### src/pfm_pkg.sv
// Package of the paging frame manager: sizes, opcodes, status codes and register indexes.
// No dependencies.
`default_nettype none
package pfm_pkg;
   localparam int FRAMES = 64;
   localparam int VPAGES = 1024;
   localparam int FW = $clog2(FRAMES);
   localparam int VW = $clog2(VPAGES);
   localparam logic [1:0] OP_ALLOC    = 2'd0;
   localparam logic [1:0] OP_FREE     = 2'd1;
   localparam logic [1:0] OP_RESIDENT = 2'd2;
   localparam logic [1:0] OP_MODIFY   = 2'd3;
   localparam logic [1:0] ST_OK      = 2'd0;
   localparam logic [1:0] ST_NO_PAGE = 2'd1;
   localparam logic [1:0] ST_NO_FRAME = 2'd2;
   localparam logic [1:0] ST_INVALID = 2'd3;
   localparam logic CSR_FRAMES = 1'b0;
   localparam logic CSR_VPAGES = 1'b1;
   typedef struct packed {
      logic [1:0]    status;
      logic [VW-1:0] vpage_out;
      logic          clear_block;
      logic [FW-1:0] frame;
      logic          fetched;
      logic          evicted;
      logic [VW-1:0] victim_vpage;
      logic          victim_writeback;
   } rsp_type;
endpackage
`default_nettype wire

### src/pfm_frame_mem.sv
// Frame table memory: owner page and timestamp per frame.
// Depends on pfm_pkg.
`default_nettype none
module pfm_frame_mem (
   input  wire logic                  clock,
   input  wire logic [pfm_pkg::FW-1:0] rd_addr,
   output logic [pfm_pkg::VW+31:0]    rd_data,
   input  wire logic                  wr_en,
   input  wire logic [pfm_pkg::FW-1:0] wr_addr,
   input  wire logic [pfm_pkg::VW+31:0] wr_data
);
   import pfm_pkg::*;
   logic [VW+31:0] mem [FRAMES];
   always_ff @(posedge clock) begin
      if (wr_en) begin
         mem[wr_addr] <= wr_data;
      end
      rd_data <= mem[rd_addr];
   end
endmodule
`default_nettype wire

### config.mk
export PLATFORM = sky130hd
export DESIGN_NAME = pfm_frame_mem
export DESIGN_NICKNAME = d
export VERILOG_FILES = /design/src/pfm_pkg.sv /design/src/pfm_frame_mem.sv
export SDC_FILE = /design/constraint.sdc
export NUM_CORES = 2
export LEC_CHECK = 0
export BUFFER_PORTS_ARGS = -buffer_cell sky130_fd_sc_hd__buf_2
export CELL_PAD_IN_SITES_DETAIL_PLACEMENT = 1
export CELL_PAD_IN_SITES_GLOBAL_PLACEMENT = 2
export CORE_ASPECT_RATIO = 0.9
export CORE_UTILIZATION = 50
export CTS_CLUSTER_DIAMETER = 120
export DETAILED_ROUTE_END_ITERATION = 10
export GPL_TIMING_DRIVEN = 0
export PLACE_DENSITY_LB_ADDON = 0.1
export SLEW_MARGIN = 40
export SYNTH_ARGS = -nofsm -noshare
export SYNTH_HDL_FRONTEND = slang
export SYNTH_SLANG_ARGS = --single-unit
### constraint.sdc
create_clock -name clock -period 11.4 [get_ports clock]
set_clock_uncertainty 0.2 [all_clocks]
set_input_delay 0.57 -clock clock [delete_from_list [all_inputs] [get_ports clock]]
set_output_delay 0.57 -clock clock [all_outputs]
set_load 0.02 [all_outputs]
==> metrics <==
Total Wirelength 311.4 mm; clock sink count 2730; Synth warnings 0; wire per inst 39.32 um; crit end category register; Slew Viols, Final 0; CP most frequent cell buf_2; worst ir drop on vdd 0.1559 mV; Synth Cell Area 103300 um2; Crit path required time 11.97 ns; Die Ht 433.3 um; critical path startpoint category primary input; Main synth FF type edfxtp_1; port buffer count 89; Max Cap Viol 0; critical path arrival 4.49 ns; area of the die 208500 um2; clk slew on worst S/H paths 0.06 ns; CTS tree done; crit share post-route 0.3439; worst slew pin tran 0.9263 ns; Core Rows 157; worst skew pair latency 0.95 ns; total power 21.31 mW; P per Cell Area 174.7 nW/um2; fmax 255.1 MHz; largest net degree at the start of global routing 65; P_leak 38.79 nW; initial core utilization 0.5059; slowest stage delay, CP 0.60 ns; post-synthesis register bit count 2730; Setup Viol. Count Final 0; syn_area_per_cell 23.75 um2; area grow syn2layout 18.05%; dpl hpwl 211.6 mm; fill cell count 16.53k; Top Ports 98; Seq/Total Area, Yosys 0.7892; Die W 481.2 um; Max clock buf depth 4; Worst Hold Class in2reg; total CTS buffers 293; CTS H-tree depth 5; DRC Markers 0; GRT overflow 0; minimum clock period 3.921 ns; Final Hold Viols 0; drt first pass iters 6; Fin Hold WS 0.002762 ns; GPL Wtd Cong 0.8207; initial antenna violation count 21; commonest non-fill, non-tap cell in the layout edfxtp_1; number of routed nets with antenna violations 0; CP max stage cell buf_2; Crit path max-delay family buffers and inverters; Buf/Inv on CP 4; unrepaired setup endpoints after global routing false; first-pass GRT wire length 428.1 mm; critical path peak fanout 10; total number of vias 51.41k; number of vias per cell 6.491; critical path class in2reg; EDFF count, synth 2688; most frequent cells in the layout edfxtp_1 (2688), mux4_2 (685), clkbuf_16 (300); drt first-iter violations 6999; multi-input logic area 21090 um2; layout cells sized above 1 0.3258; setup TNS 0 ns; Core Footprint 204300 um2; gr usage total 0.3034; worst path cell trace buf_2, buf_2, buf_2, buf_2, mux4_2, mux2i_1, a221oi_1, nor2_1, nor2_1; nets@finish 5063; clock root buffer clkbuf_16; vias in the first global route 52.43k; Reg area 81560 um2; Yosys cell types 43; asr flop ratio synth 0; Mapped Cells 4352; run status completed; Mapped Nets 4408; Placed Area 112700 um2; Max-slew headroom 0.3824; fin area 122000 um2
-- synthesized netlist by cell type, types with 32 or more instances --
master | n | area, um2
mux2_2 | 40 | 450.4
dfxtp_1 | 42 | 840.8
mux2i_1 | 154 | 1541
mux4_2 | 685 | 15430
buf_4 | 48 | 360.4
o221ai_1 | 32 | 280.3
a22oi_1 | 83 | 623.1
nor2_1 | 114 | 427.9
nand2_1 | 35 | 131.4
clkbuf_1 | 97 | 364.1
edfxtp_1 | 2688 | 80720
buf_2 | 62 | 310.3
-- timing repair --
action | in CTS | in global routing
gates resized for setup | 0 | 0
buffers inserted | 0 | 0
hold buffers | 20 | 7
endpoints found under the hold margin | 540 | 233
-- per-stage QoR --
| step | utilization | std cells | setup slack [ns] |
|---|---|---|---|
| final | 0.5972 | 7920 | 7.479 |
| after global routing | 0.5971 | 7917 | 7.544 |
| after CTS | 0.5959 | 7900 | 7.487 |
| after detailed placement | 0.5519 | 7381 | 6.515 |
| after global placement | 0.5246 | 7144 | 1.697 |
| after floorplan | - | 4352 | 6.741 |
-- routing by layer --
metal  vias up  part of all wire  global-route usage
li1      20110                 -                   -
met1     28240              0.41              0.4399
met5         -          0.000039                   0
met3       485             0.095             0.06925
met2      2576              0.46              0.4654
met4         2             0.031             0.08664
-- logic make-up after synthesis --
group,share of synthesized area
flops,0.7892
buf+inv,0.01226
compound gates,0.01995
mux,0.1685
simple gates,0.01007
-- registers in the layout, indices dropped and copies added (netlist names) --
register  count
mem        2688
rd_data      42
-- worst reg2reg max path, cell delays in order (launching register included) --
cell	delay [ns]
edfxtp_1	0.37
mux4_2	0.52
mux4_2	0.55
o22ai_1	0.74
nor2_1	0.17
-- worst paths after layout --
path / from / endpoint / slack (ns) / cells after the start
max: rd_addr[2] / rd_data[39] / 7.48 / 9
min: wr_data[11] / mem[2][11] / 0.003 / 1
max reg2reg: mem[29][26] / rd_data[26] / 8.69 / 4
min reg2reg: mem[29][1] / rd_data[1] / 0.70 / 3
-- area by class of cell --
class	count	share of cell area
antenna	6	0.0001231
tap	2703	0.02772
sequential	2730	0.6685
clock buffer	391	0.06499
clock inverter	108	0.007066
buffer	241	0.01100
multi-input combinational	1380	0.1729
inverter	1	0.00003077
timing repair buffer	360	0.04766
-- where the power goes --
part / leakage, nW / switching (mW) / internal (mW) / total [mW]
Clock: 4.28 / 3.79 / 5.18 / 8.96
Combinational: 9.98 / 0.804 / 0.408 / 1.21
Sequential: 24.5 / 0.0206 / 11.1 / 11.1
No activity file was read; power rests on OpenSTA's default activity.
